### config.mk
export PLATFORM = sky130hd
export DESIGN_NAME = keyword_token_scanner
export DESIGN_NICKNAME = d
export VERILOG_FILES = /design/src/hdl/kts_pkg.sv /design/src/hdl/kts_front.sv /design/src/hdl/kts_back.sv /design/src/hdl/kts_queue.sv /design/src/hdl/keyword_token_scanner.sv
export SDC_FILE = /design/constraint.sdc
export NUM_CORES = 1
export LEC_CHECK = 0
export ABC_AREA = 1
export BUFFER_PORTS_ARGS = -buffer_cell sky130_fd_sc_hd__buf_2
export CAP_MARGIN = 20
export CELL_PAD_IN_SITES_DETAIL_PLACEMENT = 1
export CELL_PAD_IN_SITES_GLOBAL_PLACEMENT = 2
export CORE_MARGIN = 5
export CORE_UTILIZATION = 41
export CTS_CLUSTER_DIAMETER = 60
export CTS_CLUSTER_SIZE = 40
export DETAILED_ROUTE_END_ITERATION = 6
export GPL_TIMING_DRIVEN = 0
export PLACE_DENSITY = 0.95
export SLEW_MARGIN = 20
export SYNTH_ARGS = -nofsm -noshare
export SYNTH_HDL_FRONTEND = slang
export SYNTH_SLANG_ARGS = --single-unit
### constraint.sdc
create_clock -name clk -period 18.8 [get_ports clk]
set_clock_uncertainty 0.15 [all_clocks]
set_input_delay 3.76 -clock clk [delete_from_list [all_inputs] [get_ports clk]]
set_output_delay 3.76 -clock clk [all_outputs]
set_load 0.05 [all_outputs]
### src/hdl/kts_pkg.sv
// keyword token scanner package: payload structs, token kinds, scan modes,
// keyword table lookup functions. no dependencies.
`default_nettype none
package kts_pkg;

  localparam int MAX_TEXT = 256;
  localparam int LEN_W = $clog2(MAX_TEXT + 1);
  localparam int NENTRIES = 39;
  localparam int NKEYWORDS = 12;
  localparam int QDEPTH = 2;

  localparam logic [3:0] TK_COMMA  = 4'd0;
  localparam logic [3:0] TK_SEMI   = 4'd1;
  localparam logic [3:0] TK_COLON  = 4'd2;
  localparam logic [3:0] TK_LPAREN = 4'd3;
  localparam logic [3:0] TK_RPAREN = 4'd4;
  localparam logic [3:0] TK_STRING = 4'd5;
  localparam logic [3:0] TK_NUMBER = 4'd6;
  localparam logic [3:0] TK_WORD   = 4'd7;
  localparam logic [3:0] TK_KEYWORD = 4'd8;
  localparam logic [3:0] TK_ATTR   = 4'd9;
  localparam logic [3:0] TK_BAD    = 4'd10;
  localparam logic [3:0] TK_END    = 4'd11;
  localparam logic [3:0] TK_TEXT   = 4'd12;

  localparam logic [1:0] MODE_IDLE   = 2'd0;
  localparam logic [1:0] MODE_STRING = 2'd1;
  localparam logic [1:0] MODE_NUMBER = 2'd2;
  localparam logic [1:0] MODE_WORD   = 2'd3;

  typedef struct packed {
    logic [7:0] in_byte;
    logic       end_mark;
  } req_t;

  typedef struct packed {
    logic [3:0]         token_kind;
    logic [7:0]         text_char;
    logic signed [31:0] num_value;
    logic [3:0]         word_code;
    logic [31:0]        line_no;
    logic               was_cut;
    logic               run_last;
  } rsp_t;

  // one queued request with its scanner context resolved by the front part
  typedef struct packed {
    req_t        req;
    logic [1:0]  mode;
    logic [7:0]  quote;
    logic [32:0] accum;
    logic [NENTRIES-1:0] mask;
    logic [LEN_W-1:0] len;
    logic        cut;
    logic [31:0] line;
    logic [31:0] start;
  } work_t;

  // name packed as 16 bytes, last char in [7:0], zero padded on the left
  function automatic logic [127:0] tbl_name(input int e);
    logic [127:0] s;
    s = '0;
    unique case (e)
      0: s = "skill"; 1: s = "talent"; 2: s = "package"; 3: s = "archetype";
      4: s = "minion"; 5: s = "rival"; 6: s = "nemesis"; 7: s = "weapon";
      8: s = "damage"; 9: s = "dmg"; 10: s = "critical"; 11: s = "crit";
      12: s = "brawn"; 13: s = "agility"; 14: s = "intellect"; 15: s = "cunning";
      16: s = "willpower"; 17: s = "presence"; 18: s = "br"; 19: s = "ag";
      20: s = "int"; 21: s = "cun"; 22: s = "will"; 23: s = "pr";
      24: s = "combat"; 25: s = "social"; 26: s = "general"; 27: s = "cbt";
      28: s = "soc"; 29: s = "gen"; 30: s = "wound"; 31: s = "strain";
      32: s = "soak"; 33: s = "ranged defense"; 34: s = "rangeddefense";
      35: s = "ranged-defense"; 36: s = "melee defense";
      37: s = "melee-defense"; 38: s = "meleedefense";
      default: s = '0;
    endcase
    return s;
  endfunction

  function automatic logic [4:0] tbl_len(input int e);
    logic [127:0] s;
    logic [4:0] n;
    s = tbl_name(e);
    n = 5'd0;
    for (int i = 0; i < 16; i++) begin
      if (s[8*i +: 8] != 8'd0) n = n + 5'd1;
    end
    return n;
  endfunction

  // string literals pack right-aligned; char p counts from the left
  function automatic logic [7:0] tbl_char(input int e, input int p);
    logic [127:0] s;
    logic [4:0] n;
    s = tbl_name(e);
    n = tbl_len(e);
    if (p >= int'(n)) return 8'd0;
    return s[8*(int'(n) - 1 - p) +: 8];
  endfunction

  function automatic logic [3:0] tbl_code(input int e);
    logic [3:0] c;
    unique case (e)
      0, 12, 18: c = 4'd0; 1, 13, 19: c = 4'd1; 2, 14, 20: c = 4'd2;
      3, 15, 21: c = 4'd3; 4, 16, 22: c = 4'd4; 5, 17, 23: c = 4'd5;
      6, 24, 27: c = 4'd6; 7, 25, 28: c = 4'd7; 8, 9, 26, 29: c = 4'd8;
      10, 11, 30: c = 4'd9; 31: c = 4'd10; 32: c = 4'd11;
      33, 34, 35: c = 4'd12; default: c = 4'd13;
    endcase
    return c;
  endfunction

endpackage
`default_nettype wire

### src/hdl/kts_front.sv
// front part: keeps the scanner state, classifies each request and hands
// the request plus its starting context to the queue. uses kts_pkg.
`default_nettype none
module kts_front import kts_pkg::*; (
  input  wire logic  clk,
  input  wire logic  rst,
  input  wire req_t  req,
  input  wire logic  req_fire,
  output work_t      work
);
  logic [1:0]  mode, mode_next;
  logic [7:0]  quote, quote_next;
  logic [32:0] accum, accum_next;
  logic [NENTRIES-1:0] mask, mask_next;
  logic [LEN_W-1:0] len, len_next;
  logic        cut, cut_next;
  logic [31:0] line, line_next, start, start_next;

  logic [7:0] c, lc;
  logic is_dig, is_let, restart;
  logic [35:0] mul10;

  always_comb begin
    c = req.in_byte;
    lc = (c >= "A" && c <= "Z") ? c + 8'd32 : c;
    is_dig = c >= "0" && c <= "9";
    is_let = (c >= "a" && c <= "z") || (c >= "A" && c <= "Z");
    mul10 = {3'b0, accum} * 36'd10 + {28'd0, c - 8'd48};
    mode_next = mode; quote_next = quote; accum_next = accum;
    mask_next = mask; len_next = len; cut_next = cut;
    line_next = line; start_next = start;
    restart = 1'b0;
    if (req.end_mark) begin
      mode_next = MODE_IDLE;
    end else begin
      unique case (mode)
        MODE_STRING: begin
          if (c == quote) mode_next = MODE_IDLE;
          else if (c == 8'h0a) begin
            mode_next = MODE_IDLE;
            if (line != '1) line_next = line + 32'd1;
          end else if (len < LEN_W'(MAX_TEXT)) len_next = len + 1'b1;
          else cut_next = 1'b1;
        end
        MODE_NUMBER: begin
          if (is_dig) begin
            accum_next = (mul10 > 36'h80000000) ? 33'h080000000 : mul10[32:0];
          end else begin
            mode_next = MODE_IDLE; restart = 1'b1;
          end
        end
        MODE_WORD: begin
          if (is_let || c == "-") begin
            if (len >= LEN_W'(MAX_TEXT)) begin
              cut_next = 1'b1; mask_next = '0;
            end else begin
              for (int e = 0; e < NENTRIES; e++) begin
                if (int'(len) >= int'(tbl_len(e)) || tbl_char(e, int'(len)) != lc)
                  mask_next[e] = 1'b0;
              end
              len_next = len + 1'b1;
            end
          end else begin
            mode_next = MODE_IDLE; restart = 1'b1;
          end
        end
        default: restart = 1'b1;
      endcase
      if (restart) begin
        if (c == "'" || c == "\"") begin
          mode_next = MODE_STRING; quote_next = c; start_next = line;
          len_next = '0; cut_next = 1'b0;
        end else if (c == 8'h0a) begin
          if (line != '1) line_next = line + 32'd1;
        end else if (c == "-" || c == "+" || is_dig) begin
          mode_next = MODE_NUMBER; quote_next = c; start_next = line;
          accum_next = is_dig ? {25'd0, c - 8'd48} : 33'd0;
        end else if (is_let) begin
          mode_next = MODE_WORD; start_next = line; cut_next = 1'b0;
          len_next = LEN_W'(1);
          for (int e = 0; e < NENTRIES; e++)
            mask_next[e] = tbl_char(e, 0) == lc;
        end
      end
    end
  end

  always_ff @(posedge clk) begin
    if (rst) begin
      mode <= MODE_IDLE; quote <= '0; accum <= '0; mask <= '1;
      len <= '0; cut <= 1'b0; line <= 32'd1; start <= '0;
    end else if (req_fire) begin
      mode <= mode_next; quote <= quote_next; accum <= accum_next;
      mask <= mask_next; len <= len_next; cut <= cut_next;
      line <= line_next; start <= start_next;
    end
  end

  // context as it stands before this request
  always_comb begin
    work.req = req;
    work.mode = mode;
    work.quote = quote;
    work.accum = accum;
    work.mask = mask;
    work.len = len;
    work.cut = cut;
    work.line = line;
    work.start = start;
  end
endmodule
`default_nettype wire

### src/hdl/kts_back.sv
// back part: turns one queued request and its context into up to two
// responses, one per cycle while the consumer takes them. uses kts_pkg.
`default_nettype none
module kts_back import kts_pkg::*; (
  input  wire logic  clk,
  input  wire logic  rst,
  input  wire work_t work,
  input  wire logic  work_valid,
  output logic       work_pop,
  output rsp_t       rsp,
  output logic       rsp_valid,
  input  wire logic  rsp_ready
);
  rsp_t r0, r1;
  logic n0, n1;
  logic second;
  logic [7:0] c;
  logic is_dig, is_let, restart;

  function automatic rsp_t mk(input logic [3:0] k, input logic [7:0] ch,
                              input logic [31:0] v, input logic [3:0] wc,
                              input logic [31:0] ln, input logic ct);
    rsp_t t;
    t.token_kind = k; t.text_char = ch; t.num_value = v; t.word_code = wc;
    t.line_no = ln; t.was_cut = ct; t.run_last = 1'b0;
    return t;
  endfunction

  always_comb begin
    logic [31:0] nv;
    logic hit;
    c = work.req.in_byte;
    is_dig = c >= "0" && c <= "9";
    is_let = (c >= "a" && c <= "z") || (c >= "A" && c <= "Z");
    r0 = '0; r1 = '0; n0 = 1'b0; n1 = 1'b0; restart = 1'b0;
    hit = 1'b0;
    nv = (work.quote == "-") ? 32'd0 - work.accum[31:0] :
         (work.accum > 33'h07fffffff ? 32'h7fffffff : work.accum[31:0]);
    // word close: pick first candidate whose length matches
    if (!work.cut) begin
      for (int e = NENTRIES - 1; e >= 0; e--) begin
        if (work.mask[e] && LEN_W'(tbl_len(e)) == work.len) begin
          hit = 1'b1;
          r0 = mk(e < NKEYWORDS ? TK_KEYWORD : TK_ATTR, 8'd0, 32'd0,
                  tbl_code(e), work.start, 1'b0);
        end
      end
    end
    if (!hit) r0 = mk(TK_WORD, 8'd0, 32'd0, 4'd0, work.start, work.cut);
    if (work.req.end_mark) begin
      unique case (work.mode)
        MODE_STRING: r0 = mk(TK_STRING, 8'd0, 32'd0, 4'd0, work.start, work.cut);
        MODE_NUMBER: r0 = mk(TK_NUMBER, 8'd0, nv, 4'd0, work.start, 1'b0);
        MODE_WORD: ;
        default: r0 = mk(TK_END, 8'd0, 32'd0, 4'd0, work.line, 1'b0);
      endcase
      n0 = 1'b1;
      if (work.mode != MODE_IDLE) begin
        n1 = 1'b1; r1 = mk(TK_END, 8'd0, 32'd0, 4'd0, work.line, 1'b0);
      end
    end else begin
      unique case (work.mode)
        MODE_STRING: begin
          if (c == work.quote || c == 8'h0a) begin
            n0 = 1'b1; r0 = mk(TK_STRING, 8'd0, 32'd0, 4'd0, work.start, work.cut);
          end else if (work.len < LEN_W'(MAX_TEXT)) begin
            n0 = 1'b1; r0 = mk(TK_TEXT, c, 32'd0, 4'd0, work.start, 1'b0);
          end
        end
        MODE_NUMBER: begin
          if (!is_dig) begin
            n0 = 1'b1; r0 = mk(TK_NUMBER, 8'd0, nv, 4'd0, work.start, 1'b0);
            restart = 1'b1;
          end
        end
        MODE_WORD: begin
          if (is_let || c == "-") begin
            if (work.len < LEN_W'(MAX_TEXT)) begin
              n0 = 1'b1; r0 = mk(TK_TEXT, c, 32'd0, 4'd0, work.start, 1'b0);
            end
          end else begin
            n0 = 1'b1; restart = 1'b1;
          end
        end
        default: restart = 1'b1;
      endcase
      if (restart) begin
        rsp_t s;
        logic ns;
        ns = 1'b1;
        unique case (c)
          ",": s = mk(TK_COMMA, 8'd0, 32'd0, 4'd0, work.line, 1'b0);
          ";": s = mk(TK_SEMI, 8'd0, 32'd0, 4'd0, work.line, 1'b0);
          ":": s = mk(TK_COLON, 8'd0, 32'd0, 4'd0, work.line, 1'b0);
          "(": s = mk(TK_LPAREN, 8'd0, 32'd0, 4'd0, work.line, 1'b0);
          ")": s = mk(TK_RPAREN, 8'd0, 32'd0, 4'd0, work.line, 1'b0);
          default: begin
            if (is_let) s = mk(TK_TEXT, c, 32'd0, 4'd0, work.line, 1'b0);
            else s = mk(TK_BAD, 8'd0, 32'd0, 4'd0, work.line, 1'b0);
            ns = !(c == "'" || c == "\"" || c == " " || c == 8'h09 ||
                   c == 8'h0d || c == 8'h0a || c == "-" || c == "+" || is_dig);
          end
        endcase
        if (n0) begin
          n1 = ns; r1 = s;
        end else begin
          n0 = ns; r0 = s;
        end
      end
    end
    r0.run_last = !n1;
    r1.run_last = 1'b1;
  end

  // output register acts as the skid stage toward the consumer
  logic out_free;
  assign out_free = !rsp_valid || rsp_ready;
  assign work_pop = work_valid && out_free && (second || !n0 || !n1);

  always_ff @(posedge clk) begin
    if (rst) begin
      rsp_valid <= 1'b0; second <= 1'b0;
    end else if (out_free) begin
      rsp_valid <= 1'b0;
      if (work_valid) begin
        if (second) begin
          rsp <= r1; rsp_valid <= 1'b1; second <= 1'b0;
        end else if (n0) begin
          rsp <= r0; rsp_valid <= 1'b1; second <= n1;
        end else if (n1) begin
          rsp <= r1; rsp_valid <= 1'b1;
        end
      end
    end
  end
endmodule
`default_nettype wire

### src/hdl/kts_queue.sv
// short fifo between front and back parts. uses kts_pkg.
`default_nettype none
module kts_queue import kts_pkg::*; (
  input  wire logic  clk,
  input  wire logic  rst,
  input  wire work_t wr_data,
  input  wire logic  wr_en,
  output logic       full,
  output work_t      rd_data,
  output logic       rd_valid,
  input  wire logic  rd_en
);
  localparam int AW = $clog2(QDEPTH);
  work_t mem [QDEPTH];
  logic [AW-1:0] wp, rp;
  logic [AW:0] cnt;

  assign full = cnt == (AW+1)'(QDEPTH);
  assign rd_valid = cnt != '0;
  assign rd_data = mem[rp];

  always_ff @(posedge clk) begin
    if (wr_en) mem[wp] <= wr_data;
  end

  always_ff @(posedge clk) begin
    if (rst) begin
      wp <= '0; rp <= '0; cnt <= '0;
    end else begin
      if (wr_en) wp <= wp + 1'b1;
      if (rd_en) rp <= rp + 1'b1;
      cnt <= cnt + (AW+1)'(wr_en) - (AW+1)'(rd_en);
    end
  end
endmodule
`default_nettype wire

### src/hdl/keyword_token_scanner.sv
// keyword token scanner top level: front part, queue, back part.
// uses kts_pkg, kts_front, kts_queue, kts_back.
`default_nettype none
// one request (a source byte or an end mark) is taken per cycle while the
// two-entry queue has room; each request yields zero, one or two responses,
// and the back part issues one response per cycle while the consumer is
// ready, so a request that yields two responses holds the back part until
// both are issued. the front part updates the scanner state (mode, line
// counter, number accumulator, keyword candidate mask) when the request is
// taken; the back part formats tokens from the context queued with it.
module keyword_token_scanner import kts_pkg::*; (
  input  wire logic clk,
  input  wire logic rst,
  input  wire req_t in_data,
  input  wire logic in_valid,
  output logic      in_ready,
  output rsp_t      out_data,
  output logic      out_valid,
  input  wire logic out_ready
);
  work_t fw, bw;
  logic q_full, q_valid, q_pop, fire;

  assign in_ready = !q_full;
  assign fire = in_valid && in_ready;

  // front: state update per accepted request
  kts_front u_front (.clk, .rst, .req(in_data), .req_fire(fire), .work(fw));

  // queue: decouples request intake from response output
  kts_queue u_queue (.clk, .rst, .wr_data(fw), .wr_en(fire), .full(q_full),
                     .rd_data(bw), .rd_valid(q_valid), .rd_en(q_pop));

  // back: token formatting and response sequencing
  kts_back u_back (.clk, .rst, .work(bw), .work_valid(q_valid), .work_pop(q_pop),
                   .rsp(out_data), .rsp_valid(out_valid), .rsp_ready(out_ready));
endmodule
`default_nettype wire

Yosys cells after proc, flatten, opt, wreduce, memory -nomap -nowiden
Memory sizes are Yosys's and may differ from the RTL's. A register that Yosys moved wholly into a read port is not among the register bits.
Index checks and enable logic that the tools add are counted.
W data, S select, Z words.
{"block": "totals", "ff_bits": 244, "mem_bits_rw": 330, "inputBits": 13, "output_inout_bits": 84, "n_memories": 1}
{"name": "u_queue.mem", "words": 2, "word_bits": 165, "read_ports": 1, "rd_ports_with_merged_regs": 1, "write_ports": 1, "line_no": "kts_queue.sv:14", "text": "work_t mem [QDEPTH];"}
{"block": "classes", "add_sub_neg": 1882, "mul": 1, "magnitude_cmp": 95, "eq_ne": 147, "shift": 78, "mux": 10415, "bitwise": 2, "reduce_logical": 1994}
{"cell": "$mux W128", "n": 429}
{"cell": "$mux W5", "n": 8619}
{"cell": "$reduce_bool A8 Y1", "n": 1872}
{"cell": "$shiftx A128 B32 Y8", "n": 78}
{"cell": "$add A5 B1 Y5 const B", "n": 1755}
{"cell": "$mux W82", "n": 55}
{"cell": "$mux W8", "n": 551}
{"cell": "$sub A29 B10 Y29", "n": 39}
{"cell": "$mux W1", "n": 702}
{"cell": "$pmux W82 S3", "n": 2}
{"cell": "$sub A5 B1 Y6 const B", "n": 78}
{"cell": "$mux W32", "n": 14}
{"cell": "$pmux W82 S5", "n": 1}
{"cell": "$eq A5 B9 Y1", "n": 39}
{"cell": "$ge A9 B5 Y1", "n": 39}
{"cell": "$eq A8 B8 Y1", "n": 41}
{"cell": "$mux W39", "n": 8}
{"cell": "$ne A8 B8 Y1", "n": 39}
{"cell": "$mux W33", "n": 7}
{"cell": "$ge A1 B5 Y1 const A", "n": 39}
{"cell": "$eq A8 B6 Y1 const B", "n": 15}
{"cell": "$mux W9", "n": 10}
{"cell": "$mux W81", "n": 1}
{"cell": "$logic_or A1 B1 Y1", "n": 58}
{"cell": "37 further kinds", "n": 123}

Longest topological paths before layout
{"block": "depth", "word_depth": 158, "mapped_depth": 32}

Hierarchy
Synthesis repeated with hierarchy kept, for this count alone.
{"block": "unflattened", "cells_unflattened": 4338, "area_unflattened_um2": 35766.8}
{"module": "kts_front", "n_inst": 1, "cells_each": 3030, "area_per_inst_um2": 17630.7}
{"module": "kts_queue", "n_inst": 1, "cells_each": 544, "area_per_inst_um2": 12187.9}
{"module": "kts_back", "n_inst": 1, "cells_each": 761, "area_per_inst_um2": 5934.4}
{"module": "keyword_token_scanner", "n_inst": 1, "cells_each": 3, "area_per_inst_um2": 13.8}

Worst setup path after synthesis
No wires, ideal clock.
{"block": "synth_path", "path_kind": "input to register", "startpoint": "in in_valid", "endpoint": "mem u_queue.mem[1][0] (netlist bit), enable pin", "t_arrival_ns": 10.798, "required_time_ns": 17.956, "path_slack_ns": 7.157, "path_stages": 2, "n_path_buf": 0, "path_cell_list": "nand2_1 -> nor2_1"}
{"block": "synth_between", "elab_chain_len": 3}
{"item": "start: declaration", "line_no": "keyword_token_scanner.sv:15", "text": "input wire logic in_valid,"}
{"item": "$logic_and A1 B1 Y1"}
{"item": "$mux W1 (2 in series)"}
{"item": "end: declaration", "line_no": "kts_queue.sv:14"}
No other way between the ends.

Final worst setup path
{"block": "layout_path", "startpoint": "in in_data[5] (netlist bit)", "endpoint": "reg u_front.mask[5]"}
{"block": "layout_between", "elab_chain_len": 14, "word_cells_on_any_way": 37, "cone_classes": "1 x add/sub; 6 x order compare; 7 x eq/ne; 14 x mux; 9 x reduce/logical"}
{"item": "start: declaration", "line_no": "keyword_token_scanner.sv:14", "text": "input wire req_t in_data,"}
{"item": "$ge A8 B7 Y1 / $le A8 B7 Y1 (equally long branches)"}
{"item": "$logic_and A1 B1 Y1"}
{"item": "$mux W8"}
{"item": "$ne A8 B8 Y1"}
{"item": "$logic_or A1 B1 Y1"}
{"item": "$mux W1"}
{"item": "$mux W39 (7 in series)"}
{"item": "$mux W39 *"}
{"item": "end signal: assignment", "line_no": "kts_front.sv:94", "text": "mask <= mask_next; len <= len_next; cut <= cut_next;"}
{"item": "end: declaration", "line_no": "kts_front.sv:14", "text": "logic [NENTRIES-1:0] mask, mask_next;"}
Mark *: on every way between the ends. The rest lies on a longest branch, timed or not. The select of a mux whose other input is x is not followed.
A chain may end at the register's enable or synchronous reset.

==> results.md <==
- Slew headroom: 21.32%
- Avg Inst Size Synth: slightly below 8 um2
- Part of the power in combinational logic: 35.3%
- Critical Path RT: 19.18 ns
- WP depth: 21
- Max Clk Rate: 0.1083 GHz
- Cell taking the most area after synthesis: edfxtp_1
- Switching share of power: around 41%
- Number of global-route vias before repair: between 30k and 40k
- Top cells by count, synth: 1040 x nand2_1, 456 x nor2_1, 412 x edfxtp_1
- Largest cells by area after synthesis: edfxtp_1 36%, nand2_1 11%, dfxtp_1 9.6%
- Final setup vio count: 0
- Sequential cell area fraction in the yosys report: 45.99%
- Outcome: completed
- Total GRT Usage: between 20% and 30%
- Flop and latch count out of synthesis: 575
- Final hold viol count: 0
- # hold bufs at CTS: 0
- Routed WL per cell: 23.44 um
- Post-detail-place hpwl: 100300 um
- Worst setup path start: in_data[5]
- Synth warn: 0
- Post-synth EDFFs: 412
- Critical path buffer and inverter count: 6
- Min-delay worst type: flip-flop to flip-flop
- Syn Nets: 4382
- Post-CTS setup buffers: 0
- Final WL: 129700 um
- Via Count: ~32k
- Finished Layout Cells: 5533
- Most common cell in the netlist: nand2_1
- Die ar.: 88780 um2
- Rows: 105
- RSZ-0062 raised after global routing: false
- Total negative slack: 0 ns
- Synthesized area: 34000 um2
- RR Endpoint: u_front.mask[37]
- Startpoint Class: input port
- Worst skew pair latency: 0.62 ns
- NetSw: 0.001694 W
- Maxcap violations: 0
- Leakage: 15.04 nW
- Area Overhead vs Synth: 11.07%
- Root Buffer: clkbuf_16
- Drt first pass iters: 5
- R2R depth: 19
- Peak VDD IR: 0.00005952 V
- Post-CTS Resized: 0
- Die X: 298.0 um
- CP max FO: 13
- Inst Count DP: 5459
- Setup Crit Path Kind: input port to flip-flop
- Starting Density: around two fifths
- DR DRC count: 0
- Vias per cell: 5.780
- Starting DRT DRC Count: 2539
- Fin util: 45.99%
- Aggregate global routing overflow: 0
- Worst-margin pin slew: between 1 and 1.5 ns
- Post-layout nets: 4535
- Internal: 0.002396 W
- Clk buf depth: 3
- Routed Antenna Nets: 0
- CTS sink count: 575
- Share of flip-flops with an asynchronous set or reset: 0%
- Synth Instances: 4276
- Largest net degree at the start of global routing: 39
- Min Tclk post-route: 9.237 ns
- CTS tree: done
- Die Y: 298.0 um
- WP data arrival: around 9.6 ns
- Worst Setup EP: u_front.mask[5]
- Initial antenna violation count: 5
- Crit path largest cell delay: 0.86 ns
- Clk pwr share: around a quarter
- Tcrit/Tclk final: 49.13%
- Crit end category: flip-flop
- Power Density: 108.3 nW/um2
- Synth Flop Type: edfxtp_1
- Port Buffer Count: 96
- CP delay by family, top: buffers and inverters
- Slowest CP cell: clkbuf_1
- Reg2reg start: u_front.len[0]
- CTS Buf Count: 38
- Yosys cell types: 74
- Most Frequent Cell on Critical Path: nand2_1
- Reg2reg setup slack: 12.24 ns
- Global-route wire length before repair: 197000 um
- Slew Limit Fails: 0
- H-tree Lvls: 2
- Reg clk slew, reported paths: 0.13 ns
- Post-synth top area share: 36.39%
- Routability Congestion: slightly below 1
- Seq pwr share: 40.3%
- Cells along the critical path: buf_2 > inv_1 > buf_1 > clkbuf_1 > ha_1 > nand2_1 > a31oi_1 > nand2_1 > inv_1 > nand2_1 > nand2_1 > inv_1 > nor2_1 > nor2_1 > a21oi_1 > nand3_1 > o41ai_1 > nand3_1 > nand3_1 > o21ai_0 > nand2_1
- Core Footprint: approximately 82000 um2
- # IOs: 97
- Fraction of layout cells with a size suffix above 1: 6.907%
-- metrics by stage --
step	setup slack, ns	power (W)	hold slack, ns	cell area, um2
2_1_floorplan	7.157	0.002623	0.2699	34000
3_3_place_gp	3.105	0.003062	0.2767	35820
3_5_place_dp	9.131	0.003105	0.2912	36230
4_1_cts	9.741	0.004097	0.3148	37750
5_1_grt	9.340	0.004284	0.3254	37760
6_report	9.563	0.004090	0.3094	37760
-- placed cells by master, fill, tap and decap left out, drive strengths merged, types with 146 or more instances in the layout --
cell type,count
xor2,146
clkbuf,171
nand3,310
o21ai,278
dfxtp,163
inv,390
a21oi,234
buf,158
edfxtp,412
nor2,464
nand2,1046
-- final cells by class --
type / count / area (um2)
sequential: 575 / 15640
inverter: 385 / 1445
timing repair buffer: 113 / 865.8
clock inverter: 30 / 534.3
multi-input combinational: 3140 / 16240
antenna: 4 / 10.01
fill: 10038 / 44350
clock buffer: 40 / 989.7
buffer: 176 / 703.2
tap: 1070 / 1339
-- power by group through the flow --
stage | clock (W) | combinational (W) | sequential, W
6_report | 0.000998 | 0.00144 | 0.00165
5_1_grt | 0.00106 | 0.00156 | 0.00166
4_1_cts | 0.00101 | 0.00144 | 0.00165
3_5_place_dp | 0 | 0.00143 | 0.00168
3_3_place_gp | 0 | 0.00134 | 0.00172
2_1_floorplan | 0 | 0.000724 | 0.00190
-- logic make-up after synthesis --
kind of cell | count (synthesis) | synth area share (%)
AO/OA/AOI/OAI | 744 | 12.82
flip-flops | 575 | 45.99
AND/OR/NAND/NOR | 2132 | 26.90
buffers and inverters | 561 | 6.319
XOR/XNOR | 163 | 4.266
multiplexers | 8 | 0.2356
adder cells (fa/ha/maj) | 93 | 3.467
-- layer usage --
metal	part of all wire (%)	vias up	global-route usage, %
li1	-	14915	-
met1	42	15728	36.34
met2	48	1050	48.37
met3	5.6	286	2.912
met4	4.8	2	11.78
met5	0.0062	-	0
-- sequential cells by signal, summed over array words and instances (netlist names), 2 cells and up, named ones only --
name and count:
u_front.quote 8, u_queue.cnt 2, u_front.mode 2, u_front.mask 39, u_back.rsp 82, u_front.start 32
u_front.line 32, u_front.accum 33, u_queue.mem 330, u_front.len 9
-- how the worst min path moves through the flow --
stage                                  from                  to  slack, ns  cells past startpoint
after detailed placement   u_front.line[10]  u_queue.mem[1][42]       0.29                      0
after CTS                   u_front.line[3]  u_queue.mem[0][35]       0.31                      0
after global routing      u_front.start[31]  u_queue.mem[0][31]       0.33                      0
final                       u_front.line[3]  u_queue.mem[0][35]       0.31                      0
after floorplan            u_front.mask[24]  u_queue.mem[0][98]       0.27                      0
after global placement      u_front.line[3]  u_queue.mem[0][35]       0.28                      0
(Power assumes the default switching activity.)
